## config.mk

```make
export PLATFORM = sky130hd
export DESIGN_NAME = nsbr_step_flat
export DESIGN_NICKNAME = d
export VERILOG_FILES = /design/src/rtl/core/nsbr_pkg.sv /design/src/rtl/core/nsbr_channels.sv /design/src/rtl/core/nsbr_step.sv /design/src/flat_wrapper.sv
export SDC_FILE = /design/constraint.sdc
export NUM_CORES = 1
export LEC_CHECK = 0
export ABC_AREA = 1
export BUFFER_PORTS_ARGS = -buffer_cell sky130_fd_sc_hd__buf_2
export CORE_MARGIN = 3
export CORE_UTILIZATION = 35
export CTS_CLUSTER_SIZE = 25
export DETAILED_ROUTE_END_ITERATION = 6
export HOLD_SLACK_MARGIN = 0.12
export PLACE_DENSITY = 0.59
export SLEW_MARGIN = 15
export SYNTH_ARGS = -nofsm -noshare
export SYNTH_HDL_FRONTEND = slang
export SYNTH_SLANG_ARGS = --single-unit
export TNS_END_PERCENT = 50
```

## constraint.sdc

```tcl
create_clock -name clock -period 3.4 [get_ports clock]
set_input_delay 0.34 -clock clock [delete_from_list [all_inputs] [get_ports clock]]
set_output_delay 0.34 -clock clock [all_outputs]
set_load 0.02 [all_outputs]
```

## src/rtl/core/nsbr_pkg.sv

```systemverilog
// Package for the nibble strobe byte receiver.
// Holds the word types, status codes and register constants used by the other receiver files.
// Depends on nothing.
package nsbr_pkg;

   localparam int unsigned CNT_W = 16;
   localparam int unsigned CSR_ADDR_W = 3;
   localparam int unsigned CSR_DATA_W = 32;

   localparam logic [CNT_W-1:0] SAMPLE_BUDGET_RESET = 16'd50000;
   localparam logic [CNT_W-1:0] MAX_BYTES_RESET = 16'd256;

   localparam logic REG_SAMPLE_BUDGET = 1'b0;
   localparam logic REG_MAX_BYTES = 1'b1;

   localparam logic [1:0] ST_LAST = 2'd0;
   localparam logic [1:0] ST_FULL = 2'd1;
   localparam logic [1:0] ST_TIMEOUT = 2'd2;
   localparam logic [1:0] ST_BAD_START = 2'd3;

   typedef struct packed {
      logic       start_req;
      logic       clock_line;
      logic       last_line;
      logic [3:0] data_nibble;
   } sample_type;

   typedef struct packed {
      logic             byte_valid;
      logic [7:0]       byte_value;
      logic             frame_end;
      logic [1:0]       end_status;
      logic [CNT_W-1:0] byte_total;
   } result_type;

   typedef struct packed {
      logic [CNT_W-1:0] sample_budget;
      logic [CNT_W-1:0] max_bytes;
   } cfg_type;

   typedef struct packed {
      logic       load;
      result_type res;
   } res_ctl_type;

endpackage

```

## src/rtl/core/nsbr_channels.sv

```systemverilog
// Channel interfaces of the nibble strobe byte receiver: pin samples in, results out.
// Depends on nsbr_pkg for the counter width.
interface nsbr_req_if;
   logic       valid;
   logic       ready;
   logic       start_req;
   logic       clock_line;
   logic       last_line;
   logic [3:0] data_nibble;

   modport source (output valid, start_req, clock_line, last_line, data_nibble, input ready);
   modport sink (input valid, start_req, clock_line, last_line, data_nibble, output ready);
endinterface


```

## src/rtl/core/nsbr_step.sv

```systemverilog
// Sample register and frame decoder of the nibble strobe byte receiver.
// Depends on nsbr_pkg and the request channel interface.
module nsbr_step
   import nsbr_pkg::*;
(
   input  logic         clock,
   input  logic         reset,
   nsbr_req_if.sink     req_ch,
   input  cfg_type      cfg,
   input  logic         out_free,
   output res_ctl_type  res_ctl
);

   typedef enum logic [1:0] {
      PH_IDLE,
      PH_WAIT_LOW,
      PH_WAIT_HIGH
   } phase_type;

   sample_type       sample_ff;
   logic             s_valid_ff;
   logic             s_valid_in;
   phase_type        phase_ff;
   phase_type        phase_in;
   logic [CNT_W-1:0] budget_ff;
   logic [CNT_W-1:0] budget_in;
   logic [CNT_W-1:0] bytes_ff;
   logic [CNT_W-1:0] bytes_in;
   logic [3:0]       lown_ff;
   logic [3:0]       lown_in;
   logic [CNT_W-1:0] budget_dec;
   logic [CNT_W-1:0] bytes_inc;
   logic             res_valid;
   result_type       res;
   logic             s_fire;
   logic             accept;

   assign budget_dec = budget_ff - 1'b1;
   assign bytes_inc = bytes_ff + 1'b1;

   always_comb begin
      phase_in = phase_ff;
      budget_in = budget_ff;
      bytes_in = bytes_ff;
      lown_in = lown_ff;
      res_valid = 1'b0;
      res = '0;
      if (sample_ff.start_req) begin
         bytes_in = '0;
         lown_in = '0;
         if (!(sample_ff.clock_line && sample_ff.last_line)) begin
            phase_in = PH_IDLE;
            budget_in = '0;
            res_valid = 1'b1;
            res.frame_end = 1'b1;
            res.end_status = ST_BAD_START;
         end else begin
            budget_in = cfg.sample_budget;
            if (cfg.max_bytes == '0) begin
               phase_in = PH_IDLE;
               res_valid = 1'b1;
               res.frame_end = 1'b1;
               res.end_status = ST_FULL;
            end else begin
               phase_in = PH_WAIT_LOW;
            end
         end
      end else begin
         unique case (phase_ff) inside
            PH_WAIT_LOW, PH_WAIT_HIGH: begin
               budget_in = budget_dec;
               if (budget_dec == '0) begin
                  phase_in = PH_IDLE;
                  res_valid = 1'b1;
                  res.frame_end = 1'b1;
                  res.end_status = ST_TIMEOUT;
                  res.byte_total = bytes_ff;
               end else if (phase_ff == PH_WAIT_LOW) begin
                  if (!sample_ff.clock_line) begin
                     lown_in = sample_ff.data_nibble;
                     phase_in = PH_WAIT_HIGH;
                  end
               end else if (sample_ff.clock_line) begin
                  bytes_in = bytes_inc;
                  res_valid = 1'b1;
                  res.byte_valid = 1'b1;
                  res.byte_value = {sample_ff.data_nibble, lown_ff};
                  res.byte_total = bytes_inc;
                  if (sample_ff.last_line) begin
                     phase_in = PH_IDLE;
                     res.frame_end = 1'b1;
                     res.end_status = ST_LAST;
                  end else if (bytes_inc >= cfg.max_bytes) begin
                     phase_in = PH_IDLE;
                     res.frame_end = 1'b1;
                     res.end_status = ST_FULL;
                  end else begin
                     phase_in = PH_WAIT_LOW;
                  end
               end
            end
            default: phase_in = PH_IDLE;
         endcase
      end
   end

   assign s_fire = s_valid_ff && (!res_valid || out_free);
   assign req_ch.ready = !s_valid_ff || s_fire;
   assign accept = req_ch.valid && req_ch.ready;
   assign s_valid_in = accept || (s_valid_ff && !s_fire);

   assign res_ctl.load = s_fire && res_valid;
   assign res_ctl.res = res;

   always_ff @(posedge clock) begin
      if (accept) begin
         sample_ff.start_req <= req_ch.start_req;
         sample_ff.clock_line <= req_ch.clock_line;
         sample_ff.last_line <= req_ch.last_line;
         sample_ff.data_nibble <= req_ch.data_nibble;
      end
      if (reset) begin
         s_valid_ff <= 1'b0;
         phase_ff <= PH_IDLE;
         budget_ff <= '0;
         bytes_ff <= '0;
         lown_ff <= '0;
      end else begin
         s_valid_ff <= s_valid_in;
         if (s_fire) begin
            phase_ff <= phase_in;
            budget_ff <= budget_in;
            bytes_ff <= bytes_in;
            lown_ff <= lown_in;
         end
      end
   end

endmodule

```

## src/flat_wrapper.sv

```systemverilog
// flat-port wrapper written by rule: the top's interface ports become plain ports
module nsbr_step_flat import nsbr_pkg::*;
  (clock, reset, cfg, out_free, res_ctl, req_ch_valid, req_ch_start_req, req_ch_clock_line, req_ch_last_line, req_ch_data_nibble, req_ch_ready);
  nsbr_req_if req_ch_i ();
  input  logic clock;
  input  logic reset;
  input  cfg_type cfg;
  input  logic out_free;
  output res_ctl_type res_ctl;
  input wire logic [$bits(req_ch_i.valid)-1:0] req_ch_valid;
  input wire logic [$bits(req_ch_i.start_req)-1:0] req_ch_start_req;
  input wire logic [$bits(req_ch_i.clock_line)-1:0] req_ch_clock_line;
  input wire logic [$bits(req_ch_i.last_line)-1:0] req_ch_last_line;
  input wire logic [$bits(req_ch_i.data_nibble)-1:0] req_ch_data_nibble;
  output wire logic [$bits(req_ch_i.ready)-1:0] req_ch_ready;
  assign req_ch_i.valid = req_ch_valid;
  assign req_ch_i.start_req = req_ch_start_req;
  assign req_ch_i.clock_line = req_ch_clock_line;
  assign req_ch_i.last_line = req_ch_last_line;
  assign req_ch_i.data_nibble = req_ch_data_nibble;
  assign req_ch_ready = req_ch_i.ready;
  nsbr_step u_core (.clock(clock), .reset(reset), .req_ch(req_ch_i), .cfg(cfg), .out_free(out_free), .res_ctl(res_ctl));
endmodule
```

==> impl_metrics.yaml <==
logic_synthesis:
  synth.avg_cell_area_um2: 6.06
  syn-num-nets: 689
  ys_ff_latch: 46
  synthCells: 625
  yosys.cell_types.count: 33
  syn_area_um2: 3790
  yosysWarnings: 0
  ys_seq_area_share_pct: 26.1
detailed_routing:
  drt_first_pass_iters: 7
  drc: 0
  drtIter0Drc: 190
  viasPerCell: 4.93
  postRouteAntennaNets: 0
  routedWlPerCell_um: 13.5
  wirelength_um: 11400
  dr_total_vias: 4179
layout:
  n_fill_cell: 1106
  multi_input_area_um2: 2520
  layout.cells.non_filler: 848
  mostFrequentLayoutCells: "nand2_1, nor2_1, inv_1, buf_2, nand3_1"
  layout_commonest_cell: "nand2_1"
  antenna_cells: 0
  final_layout_size_suffix_gt1_share_pct: 24.3
  seqCellArea_um2: 1000
  fin_nets: 775
  areaGrowthSynthToFinish_pct: 26.0
timing:
  finalMaxSlewViolations: 0
  setup_tns_ns: 0
  min_period_ns: 3.23
  setup_viol: 0
  skew_ns: 0.0133
  rsz0062_at_grt: "true"
  fmaxAchievable_ghz: 0.309
  worstMarginPinSlew_ns: 0.932
  max_slew_margin_pct: 37.8
  period_share_pct: 95.1
  finalHoldViolations: 0
  layout_setup_ws_ns: 0.165
setup_path:
  worstSetupEndpointType: "output port"
  start_kind: "flop"
  slowest_delay_ns: 0.39
  cp_slowest_cell: "dfxtp_4"
  crit_arrival_ns: 2.89
  crit_chain: "ha_4, nand2_2, nor2_2, nand4_1, nor3_2, buf_4, xor2_4, ha_1, nand2_1, o21ai_0, a21oi_2, nand4_1, nand2_1, nand3_2, buf_6"
  critPathKind: "reg2out"
  worstReg2RegStart: "u_core.bytes_ff[0]"
  path_max_fanout: 4
  r2r-end: "u_core.phase_ff[0]"
  r2r_cells: 20
  reg2reg_slack_ns: 0.20
  critPathRequiredTime_ns: 3.06
cts:
  clk_latency_ns: 0.32
  cts_root_buf: "clkbuf_8"
  cts_tree: "built"
  cts.sink_count: 46
  cts-htree-levels: 2
  holdBufCountCts: 0
  cts_inserted_buffers: 5
  cts.path.max_buffers: 2
  cts.clk_slew.worst_paths_ns: 0.11
place:
  port-buffer-count: 72
  hpwl_um: 8430
  place_inst: 822
  finalWeightedCongestion: 0.875
  preCtsSetupSlack_ns: -0.0258
min_path:
  holdPathEnd: "u_core.sample_ff[0]"
  whs_path_depth: 1
  min_from: "req_ch_data_nibble[0]"
  hold_path_class: "in2reg"
floorplan:
  start_util_pct: 36.4
  die_x_um: 110
  boundaryPins: 73
  fp.dieH_um: 110
  row_count: 37
  coreArea_um2: 10400
  die_area_um2: 12100
power:
  power.density_nw_per_um2: 350
  p_sw_share_pct: 38.7
  finalPower_mw: 1.67
  vdd_drop_max_uv: 161
  leakage_nw: 2.53
  internal_power_mw: 1.02
  p_seq_share_pct: 37.5
  combPwrFrac_pct: 35.7
  pwr-share-clk_pct: 26.8
  power_switching_mw: 0.647
outcome:
  status: "complete, no violations"
grt:
  grt_max_degree: 28
  antenna_found_initial: 0
  grt.overflow.total: 0
  grt_pass1_vias: 4045
  busiest_layer: "met2"
  met1_usage_pct: 23.8
  grt_pass1_wl_um: 18700
  track_usage_pct: 19.4
  grtUsageMet3_pct: 3.15
  use_met2_pct: 35.6
run:
  maxCapViolCount: 0
## sequential cells by signal (all words and copies together), names as in the netlist
signal	cells
u_core.budget_ff	16
u_core.bytes_ff	16
u_core.lown_ff	4
u_core.phase_ff	2
u_core.s_valid_ff	1
u_core.sample_ff	7
## kinds of logic after synthesis
logic type / synth area share [%]
simple gates: 42.2
flops: 26.1
fa+ha+maj: 6.93
buf+inv: 12.7
xor+xnor: 2.77
compound gates: 9.28
## layout make-up
class	instances	area share, %
clock inverters	3	1.02
multi-input cells	458	52.9
flip-flops and latches	46	21.0
repair buffers	102	12.4
clock buffers	5	1.44
inverters	98	7.70
well taps	136	3.56
## power groups by stage
stage | combinational, mW | sequential (mW) | clock (mW)
finish | 0.597 | 0.627 | 0.448
global route | 0.685 | 0.631 | 0.479
CTS | 0.583 | 0.624 | 0.461
detailed placement | 0.557 | 0.636 | 0
global placement | 0.548 | 0.635 | 0
floorplan | 0.431 | 0.620 | 0
## routing by layer
layer / share of wire, % / wire length (um)
met1: 43 / 4960
met2: 51 / 5770
met3: 4.6 / 525
met4: 1.4 / 161
met5: 0 / 0
## worst max-delay path: cells and delay by family (launching register included)
| family | cells | cell delay, ns |
|---|---|---|
| and+or+nand+nor | 8 | 0.92 |
| adders and majority gates | 2 | 0.41 |
| DFF | 1 | 0.39 |
| buffers and inverters | 2 | 0.33 |
| AOI/OAI and AO/OA | 2 | 0.31 |
| xor gates and xnor gates | 1 | 0.19 |
## cells in the mapped netlist
cell | count | area share (%)
nand3_1 | 40 | 5.3
nor2_1 | 108 | 11
ha_1 | 21 | 6.9
nor2_4 | 2 | 0.59
a21oi_1 | 24 | 3.2
inv_1 | 93 | 9.2
and2_1 | 1 | 0.17
buf_6 | 3 | 0.89
nand3_2 | 2 | 0.53
dfxtp_1 | 39 | 21
nand3_4 | 3 | 1.4
nand4_1 | 21 | 3.5
nand3b_1 | 1 | 0.20
nor4_1 | 5 | 0.83
o21ai_1 | 2 | 0.26
a31o_2 | 1 | 0.23
clkbuf_1 | 13 | 1.3
o22ai_1 | 12 | 2.0
buf_2 | 4 | 0.53
xor2_1 | 12 | 2.8
nor3_1 | 7 | 0.92
buf_1 | 3 | 0.30
nor3_4 | 1 | 0.43
clkinv_1 | 2 | 0.20
nor2_2 | 6 | 0.99
o2bb2ai_1 | 2 | 0.46
o21ai_0 | 19 | 2.5
o211ai_1 | 1 | 0.20
inv_2 | 3 | 0.30
a21oi_2 | 2 | 0.46
nand2_1 | 160 | 16
nand2_2 | 5 | 0.83
edfxtp_1 | 7 | 5.5
## per-stage QoR
stage               area, um^2  hold WS (ns)  utilization (%)
global placement          4300         0.455             41.2
finish                    4770         0.196             45.8
detailed placement        4300         0.459             41.2
CTS                       4620         0.186             44.4
floorplan                 3790         0.439                -
global route              4770         0.179             45.8
## worst max-delay path by stage
stage / startpoint / end / cells after the start
CTS: u_core.bytes_ff[0] / res_ctl[18] / 18
global placement: u_core.bytes_ff[0] / res_ctl[18] / 19
floorplan: u_core.bytes_ff[0] / res_ctl[18] / 18
finish: u_core.bytes_ff[0] / res_ctl[18] / 15
detailed placement: u_core.bytes_ff[0] / res_ctl[18] / 19
global route: u_core.bytes_ff[0] / res_ctl[18] / 18
## timing repair
action	CTS	global route
setup buffers	15	3
resized for setup	26	25
endpoints found under the setup margin	2	19
pin swaps	14	15
No activity file was read; power rests on OpenSTA's default activity.
