`src/rtl/core/nsbr_pkg.sv`:
```
// Package for the nibble strobe byte receiver.
// Holds the word types, status codes and register constants used by the other receiver files.
// Depends on nothing.
package nsbr_pkg;

   localparam int unsigned CNT_W = 16;
   localparam int unsigned CSR_ADDR_W = 3;
   localparam int unsigned CSR_DATA_W = 32;

   localparam logic [CNT_W-1:0] SAMPLE_BUDGET_RESET = 16'd50000;
   localparam logic [CNT_W-1:0] MAX_BYTES_RESET = 16'd256;

   localparam logic REG_SAMPLE_BUDGET = 1'b0;
   localparam logic REG_MAX_BYTES = 1'b1;

   localparam logic [1:0] ST_LAST = 2'd0;
   localparam logic [1:0] ST_FULL = 2'd1;
   localparam logic [1:0] ST_TIMEOUT = 2'd2;
   localparam logic [1:0] ST_BAD_START = 2'd3;

   typedef struct packed {
      logic       start_req;
      logic       clock_line;
      logic       last_line;
      logic [3:0] data_nibble;
   } sample_type;

   typedef struct packed {
      logic             byte_valid;
      logic [7:0]       byte_value;
      logic             frame_end;
      logic [1:0]       end_status;
      logic [CNT_W-1:0] byte_total;
   } result_type;

   typedef struct packed {
      logic [CNT_W-1:0] sample_budget;
      logic [CNT_W-1:0] max_bytes;
   } cfg_type;

   typedef struct packed {
      logic       load;
      result_type res;
   } res_ctl_type;

endpackage

```
`src/rtl/core/nsbr_csr.sv`:
```
// Configuration registers of the nibble strobe byte receiver on an APB-style port.
// Depends on nsbr_pkg.
module nsbr_csr
   import nsbr_pkg::*;
(
   input  logic                  clock,
   input  logic                  reset,
   input  logic                  csr_psel,
   input  logic                  csr_penable,
   input  logic                  csr_pwrite,
   input  logic [CSR_ADDR_W-1:0] csr_paddr,
   input  logic [CSR_DATA_W-1:0] csr_pwdata,
   output logic [CSR_DATA_W-1:0] csr_prdata,
   output logic                  csr_pready,
   output cfg_type               cfg
);

   cfg_type cfg_ff;
   cfg_type cfg_in;
   logic    reg_sel;
   logic    wr_en;

   assign reg_sel = csr_paddr[2];
   assign wr_en = csr_psel && csr_penable && csr_pwrite;
   assign csr_pready = 1'b1;
   assign cfg = cfg_ff;

   always_comb begin
      cfg_in = cfg_ff;
      if (wr_en) begin
         unique case (reg_sel)
            REG_SAMPLE_BUDGET: cfg_in.sample_budget = csr_pwdata[CNT_W-1:0];
            REG_MAX_BYTES:     cfg_in.max_bytes = csr_pwdata[CNT_W-1:0];
            default:           cfg_in = cfg_ff;
         endcase
      end
   end

   always_comb begin
      unique case (reg_sel)
         REG_SAMPLE_BUDGET: csr_prdata = {{(CSR_DATA_W-CNT_W){1'b0}}, cfg_ff.sample_budget};
         REG_MAX_BYTES:     csr_prdata = {{(CSR_DATA_W-CNT_W){1'b0}}, cfg_ff.max_bytes};
         default:           csr_prdata = '0;
      endcase
   end

   always_ff @(posedge clock) begin
      if (reset) begin
         cfg_ff.sample_budget <= SAMPLE_BUDGET_RESET;
         cfg_ff.max_bytes <= MAX_BYTES_RESET;
      end else begin
         cfg_ff <= cfg_in;
      end
   end

endmodule

```
`config.mk`:
```
export PLATFORM = sky130hd
export DESIGN_NAME = nsbr_csr
export DESIGN_NICKNAME = d
export VERILOG_FILES = /design/src/rtl/core/nsbr_pkg.sv /design/src/rtl/core/nsbr_csr.sv
export SDC_FILE = /design/constraint.sdc
export NUM_CORES = 1
export LEC_CHECK = 0
export ABC_AREA = 1
export CAP_MARGIN = 10
export CORE_MARGIN = 2
export CORE_UTILIZATION = 29
export CTS_CLUSTER_DIAMETER = 200
export DETAILED_ROUTE_END_ITERATION = 7
export DONT_BUFFER_PORTS = 1
export SLEW_MARGIN = 10
export SYNTH_ARGS = -nofsm -noshare
export SYNTH_HDL_FRONTEND = slang
export SYNTH_SLANG_ARGS = --single-unit
export TNS_END_PERCENT = 1
```
`constraint.sdc`:
```
create_clock -name clock -period 1.3 [get_ports clock]
set_input_delay 0.26 -clock clock [delete_from_list [all_inputs] [get_ports clock]]
set_output_delay 0.26 -clock clock [all_outputs]
set_load 0.1 [all_outputs]
```
==> results of run 1 <==
## layout make-up
type / instances / area (µm²) / share of cell area [%]
Inverter: 18 / 72.6 / 3.04
Sequential cell: 32 / 751 / 31.4
Timing Repair Buffer: 37 / 290 / 12.2
Tap cell: 72 / 90.1 / 3.77
Multi-Input combinational cell: 192 / 1080 / 45.4
Clock buffer: 8 / 100 / 4.19
## routing by layer
| metal | vias to the layer above | global-route usage, % |
|---|---|---|
| li1 | 803 | - |
| met4 | 0 | 3.90 |
| met2 | 56 | 24.3 |
| met3 | 5 | 3.60 |
| met5 | - | 0 |
| met1 | 682 | 16.3 |
## placed cells by master (no fill, tap or decap), types with 2 or more instances in the layout
master	count
dfxtp_4	28
nand2_1	62
nand2_8	16
inv_1	15
conb_1	17
clkbuf_8	7
nand3_1	32
buf_4	36
inv_2	2
dfxtp_2	4
nor2_4	3
nor2_1	50
nand2_2	10
## cell families (layout without fill, tap and decap cells)
logic type | after synthesis | after routing | synth area share [%]
other cells | 2 | 17 | 0.446
compound gates | 1 | 1 | 0.297
simple gates | 174 | 174 | 43.3
flops | 32 | 32 | 38.0
buf+inv | 49 | 63 | 17.9
## worst max-delay path by stage
stage               slack, ns            startpoint        endpoint  cells after the start
finish                   0.09  cfg[18]$_SDFFE_PP0P_   csr_prdata[2]                      2
CTS                      0.04          csr_paddr[2]   csr_prdata[0]                      3
floorplan              -0.003          csr_paddr[2]  csr_prdata[10]                      4
global route             0.03  cfg[18]$_SDFFE_PP0P_   csr_prdata[2]                      2
global placement         0.05          csr_paddr[2]   csr_prdata[1]                      3
detailed placement       0.04          csr_paddr[2]   csr_prdata[0]                      3
## per-stage QoR
stage | total power (µW) | worst slack (ns) | std cells | TNS, ns | utilization [%]
CTS | 2850 | 0.0367 | 359 | 0 | 42.8
finish | 2800 | 0.0910 | 359 | 0 | 42.8
global route | 2930 | 0.0303 | 359 | 0 | 42.8
detailed placement | 2000 | 0.0360 | 351 | 0 | 41.0
floorplan | 1970 | -0.00332 | 273 | -0.0331 | -
global placement | 1990 | 0.0496 | 351 | 0 | 41.0
## where the power goes
| group | internal [µW] | switching, µW | total [µW] |
|---|---|---|---|
| combinational | 145 | 827 | 972 |
| sequential | 980 | 22.2 | 1000 |
| clock | 483 | 342 | 824 |
| total | 1610 | 1190 | 2800 |
## timing repair
item                                    CTS  global route
setup buffers                             0             0
hold buffers                              0             0
endpoints found under the setup margin    0             3
gates resized for setup                   0             1
==> qor.yml, run 1 <==
largest_reg_flops: 32
area_growth_pct: 41.8
crit_required_ns: 1.04
worst_path_dominant_cell_family: "flip-flops"
place_area_um2: 2280
antenna_found_initial: 0
cp_slowest_cell: "dfxtp_4"
grt_pass1_vias: 1514
grt_max_degree: 34
first_pass_iters: 4
grt_pass1_wl_mm: 6.86
reg2reg_slack_ns: 0.41
ant_nets: 0
die_x_um: 80.2
fmax_ghz: 0.827
io_pins: 105
r2r-start: "cfg[1]$_SDFFE_PP0P_"
wl_met1_mm: 1.82
place_congestion: 0.710
port_buffers: 0
drive_above_1_share_pct: 38.0
min_period_ns: 1.21
synth-edff-count: 0
finalSetupViolCount: 0
cp-end-kind: "output port"
cts_tree: "done"
num_rows: 27
clockBufferDepth: 2
netlist_top_cells_count: "88 x nand2_1, 50 x nor2_1, 32 x dfxtp_1, 32 x nand3_1, 18 x buf_4"
initial_utilization_pct: 30.2
wl_mm: 4.19
met2WireLength_mm: 2.06
avgRoutedWirePerCell_um: 11.7
yosysWarnings: 0
via_count: 1546
hold_path.startpoint: "csr_pwdata[8]"
die_y_um: 80.2
cp.arrival_ns: 0.95
synthTopCellsByArea: "dfxtp_1 38%, nand2_1 20%, nor2_1 11%, nand3_1 9.5%, buf_4 8.0%"
ir_drop_mv: 0.548
htreeDepth: 2
synth_top_area_share_pct: 38.0
min_to: "cfg[24]$_SDFFE_PP1P_"
crit_fanout: 3
hold-worst-slack_ns: 0.112
path_buf_inv: 0
hold_depth: 2
worstReg2RegEnd: "cfg[1]$_SDFFE_PP0P_"
fin_nets: 326
core_um2: 5570
seq_area_frac_synth_pct: 38.0
vias_per_cell: 4.31
p_leak_uw: 0.00108
startpoint_type: "register"
reg2reg_depth: 3
synth.avg_cell_area_um2: 6.53
cts.sinks: 32
hold_violations: 0
cts_root_buffer: "clkbuf_8"
gr-total-overflow: 0
route.met3.wl_um: 274
netlist_area_um2: 1680
route.detailed.drc: 0
dp_hpwl_mm: 3.07
fin_crit_sh_pct: 93.0
syn_inst: 258
status: "finished clean"
maxSlewViolCount: 0
path_cells: "nand2_1 -> nand2_8"
fillers: 602
clock_skew_ns: 0
synth_seq_cells: 32
antenna_cells: 0
drtIter0Drc: 47
route.top_layer_used: "met4"
grt_usage_pct: 13.7
async_flop_share_pct: 0
post-synth-top-count-cell: "nand2_1"
slowest_delay_ns: 0.35
path_class: "register to output port"
cap_violations: 0
synth_ff_type: "dfxtp_1"
power_density_nw_per_um2: 1170
synth_cell_types: 16
clk_pin_slew_worst_paths_ns: 0.07
rsz0062_at_grt: "no"
die-area_um2: 6430
hold_class: "input port to register"
cts_buffers: 5
yosysTopAreaCell: "dfxtp_1"
insertion_delay_ns: 0.27
fin_area_um2: 2390
Power figures use the tool's default switching activity.
==> run 2, diff against run 1 <==
--- a/config.mk
+++ b/config.mk
@@ -5,7 +5,6 @@
 export SDC_FILE = /design/constraint.sdc
 export NUM_CORES = 1
 export LEC_CHECK = 0
-export ABC_AREA = 1
 export CAP_MARGIN = 10
 export CORE_MARGIN = 2
 export CORE_UTILIZATION = 29
==> run 2 against run 1 <==
Net effect:
- critical path depth unchanged
- the flow now finishes with violations (setup timing)
- synthesized cell count down 35%
- utilization down 3.0 points
- highest routed layer unchanged
- non-clock buffer count up 2
- cell area down 7.0%
- critical path type unchanged
- die area up 1.1%
- fmax down 8.7%
==> qor.yml, run 2 <==
cp-end-kind: "output port"
maxSlewViolCount: 0  # unchanged
antenna_found_initial: 0  # unchanged
yosysTopAreaCell: "dfxtp_1"
layout_commonest_cell: "nand2b_1"
synth_top_area_share_pct: 37.6  # -0.45 points
post_cts_resized: 0  # unchanged
clockBufferDepth: 2  # unchanged
fin_crit_sh_pct: 102  # +8.9 points
drive_above_1_share_pct: 47.3  # +9.3 points
wl_mm: 3.53  # -16%
grt-busiest-layer: "met2"
cts_root_buffer: "clkbuf_8"
startpoint_type: "register"
syn_inst: 167  # -35%
gr-total-overflow: 0  # unchanged
yosysWarnings: 0  # unchanged
crit_fanout: 2  # -1
area_growth_pct: 30.2
synth-edff-count: 0  # unchanged
antenna_cells: 0  # unchanged
fin_nets: 240  # -26%
port_buffers: 0  # unchanged
async_flop_share_pct: 0  # unchanged
cts_buffers: 5  # unchanged
fmax_ghz: 0.755  # -8.7%
status: "finished with violations"
die_x_um: 80.7  # +0.56%
hold-worst-slack_ns: 0.124  # +0.0115 ns
crit_required_ns: 1.04  # about the same
clk_pin_slew_worst_paths_ns: 0.06  # about the same
worst_slack_ns: -0.0248  # -0.116 ns
insertion_delay_ns: 0.27  # about the same
finalSetupViolCount: 5  # +5
cts.sinks: 32  # unchanged
cap_violations: 0  # unchanged
via_count: 1183  # -23%
largest_reg_flops: 32  # unchanged
first_pass_iters: 4  # unchanged
min_period_ns: 1.32  # +0.116 ns
mostFrequentLayoutCells: "40 x nand2b_1, 34 x buf_4, 32 x mux2i_1, 17 x conb_1, 17 x dfxtp_4"
clock_skew_ns: 0  # unchanged
htreeDepth: 2  # unchanged
rsz0062_at_grt: "yes"
p_leak_uw: 0.000977  # -9.4%
avgRoutedWirePerCell_um: 12.9  # +11%
post-synth-top-count-cell: "nand2b_1"
dp_hpwl_mm: 2.62  # -15%
hold_class: "input port to register"
die-area_um2: 6510  # +1.1%
grt_max_degree: 54  # +59%
cts_tree: "done"
io_pins: 105  # unchanged
path_class: "register to output port"
vias_per_cell: 4.33  # +0.63%
synth_ff_type: "dfxtp_1"
synth_cell_types: 15  # -1
ant_nets: 0  # unchanged
die_y_um: 80.7  # +0.56%
drtIter0Drc: 37  # -21%
grt_util_met2_pct: 17.7  # -6.6 points
violations: "setup timing"
grt_pass1_vias: 1144  # -24%
gr-usage-met1_pct: 14.1  # -2.1 points
synth_seq_cells: 32  # unchanged
grt_pass1_wl_mm: 5.60  # -18%
route.detailed.drc: 0  # unchanged
hold_violations: 0  # unchanged
core_um2: 5570  # unchanged
power_density_nw_per_um2: 1080  # -7.8%
cp.arrival_ns: 1.06  # +0.11 ns
ir_drop_mv: 0.442  # -19%
grt_usage_pct: 11.4  # -2.3 points
grt_use_met3_pct: 4.61  # +1.0 points
finalSetupTns_ns: -0.106  # -0.106 ns
synthTopCellsByArea: "dfxtp_1 38%, mux2i_1 19%, nand2b_1 15%, mux2_2 11%, buf_4 8.4%"
netlist_top_cells_count: "40 x nand2b_1, 32 x dfxtp_1, 32 x mux2i_1"
seq_area_frac_synth_pct: 37.6  # -0.45 points
initial_utilization_pct: 30.6  # +0.36 points
num_rows: 27  # unchanged
place_congestion: 0.658  # -7.4%
netlist_area_um2: 1700  # +1.2%
synth.avg_cell_area_um2: 10.2  # +56%
==> run 2: changes by cell type after synthesis, moves of 2 or more <==
| cell | delta |
|---|---|
| buf_1 | -2 |
| buf_6 | -4 |
| clkbuf_1 | +2 |
| inv_1 | -15 |
| inv_2 | -2 |
| mux2_2 | +16 |
| mux2i_1 | +32 |
| nand2_1 | -88 |
| nand2b_1 | +40 |
| nand3_1 | -32 |
| nor2_1 | -37 |
| nor2_4 | -3 |
==> run 2: metal layers <==
metal | wire, µm | part of all wire, %
met1 | 1480 | 42
met2 | 1680 | 48
met3 | 319 | 9.0
met4 | 52 | 1.5
met5 | 0 | 0
==> run 2: power by group <==
group          internal (µW)  switching (µW)  total (µW)  leakage, µW
combinational            129             570         699     0.000663
sequential               977            10.7         988     0.000274
clock                    372             339         711    0.0000399
==> run 2: worst paths after layout <==
path / from / to / slack, ns / cells after the start
setup / recovery: cfg[18]$_SDFFE_PP0P_ / csr_prdata[2] / -0.02 / 2
hold / removal: csr_pwdata[4] / cfg[4]$_SDFFE_PP0P_ / 0.12 / 2
setup reg to reg: cfg[17]$_SDFFE_PP0P_ / cfg[17]$_SDFFE_PP0P_ / 0.38 / 3
hold reg to reg: cfg[4]$_SDFFE_PP0P_ / cfg[4]$_SDFFE_PP0P_ / 0.74 / 3
==> run 2: per-stage QoR <==
step	setup slack (ns)	total power, µW	area (µm²)	std cells	util, %
finish	-0.0248	2400	2220	273	39.8
detailed placement	0.272	1710	2140	265	38.4
CTS	-0.0456	2450	2220	273	39.8
global placement	0.273	1710	2140	265	38.4
floorplan	-0.0568	1720	1900	182	-
global route	-0.0683	2530	2220	273	39.8
==> run 2: logic make-up (layout without fill, tap and decap cells) <==
kind of cell,count (synthesis),after routing,synth area share [%]
flops,32,32,37.6
simple gates,57,57,20.3
mux,48,48,29.4
buf+inv,28,47,12.3
other cells,2,17,0.441
==> run 2: cell type report <==
class	instances	area, µm²
Timing Repair Buffer	39	355
Sequential cell	32	723
Clock inverter	1	3.75
Tap cell	72	90.1
Multi-Input combinational cell	122	971
Clock buffer	7	76.3
Fill cell	547	3350
==> run 2: what timing repair did <==
item,4_1_cts,5_1_grt
endpoints found under the setup margin,11,16
hold buffers,0,0
setup buffers,0,0
pin swaps,0,0
==> run 2: critical path, stage by stage, from the launching register on <==
cell and delay (ns):
dfxtp_4 0.34, mux2_4 0.28, buf_12 0.17
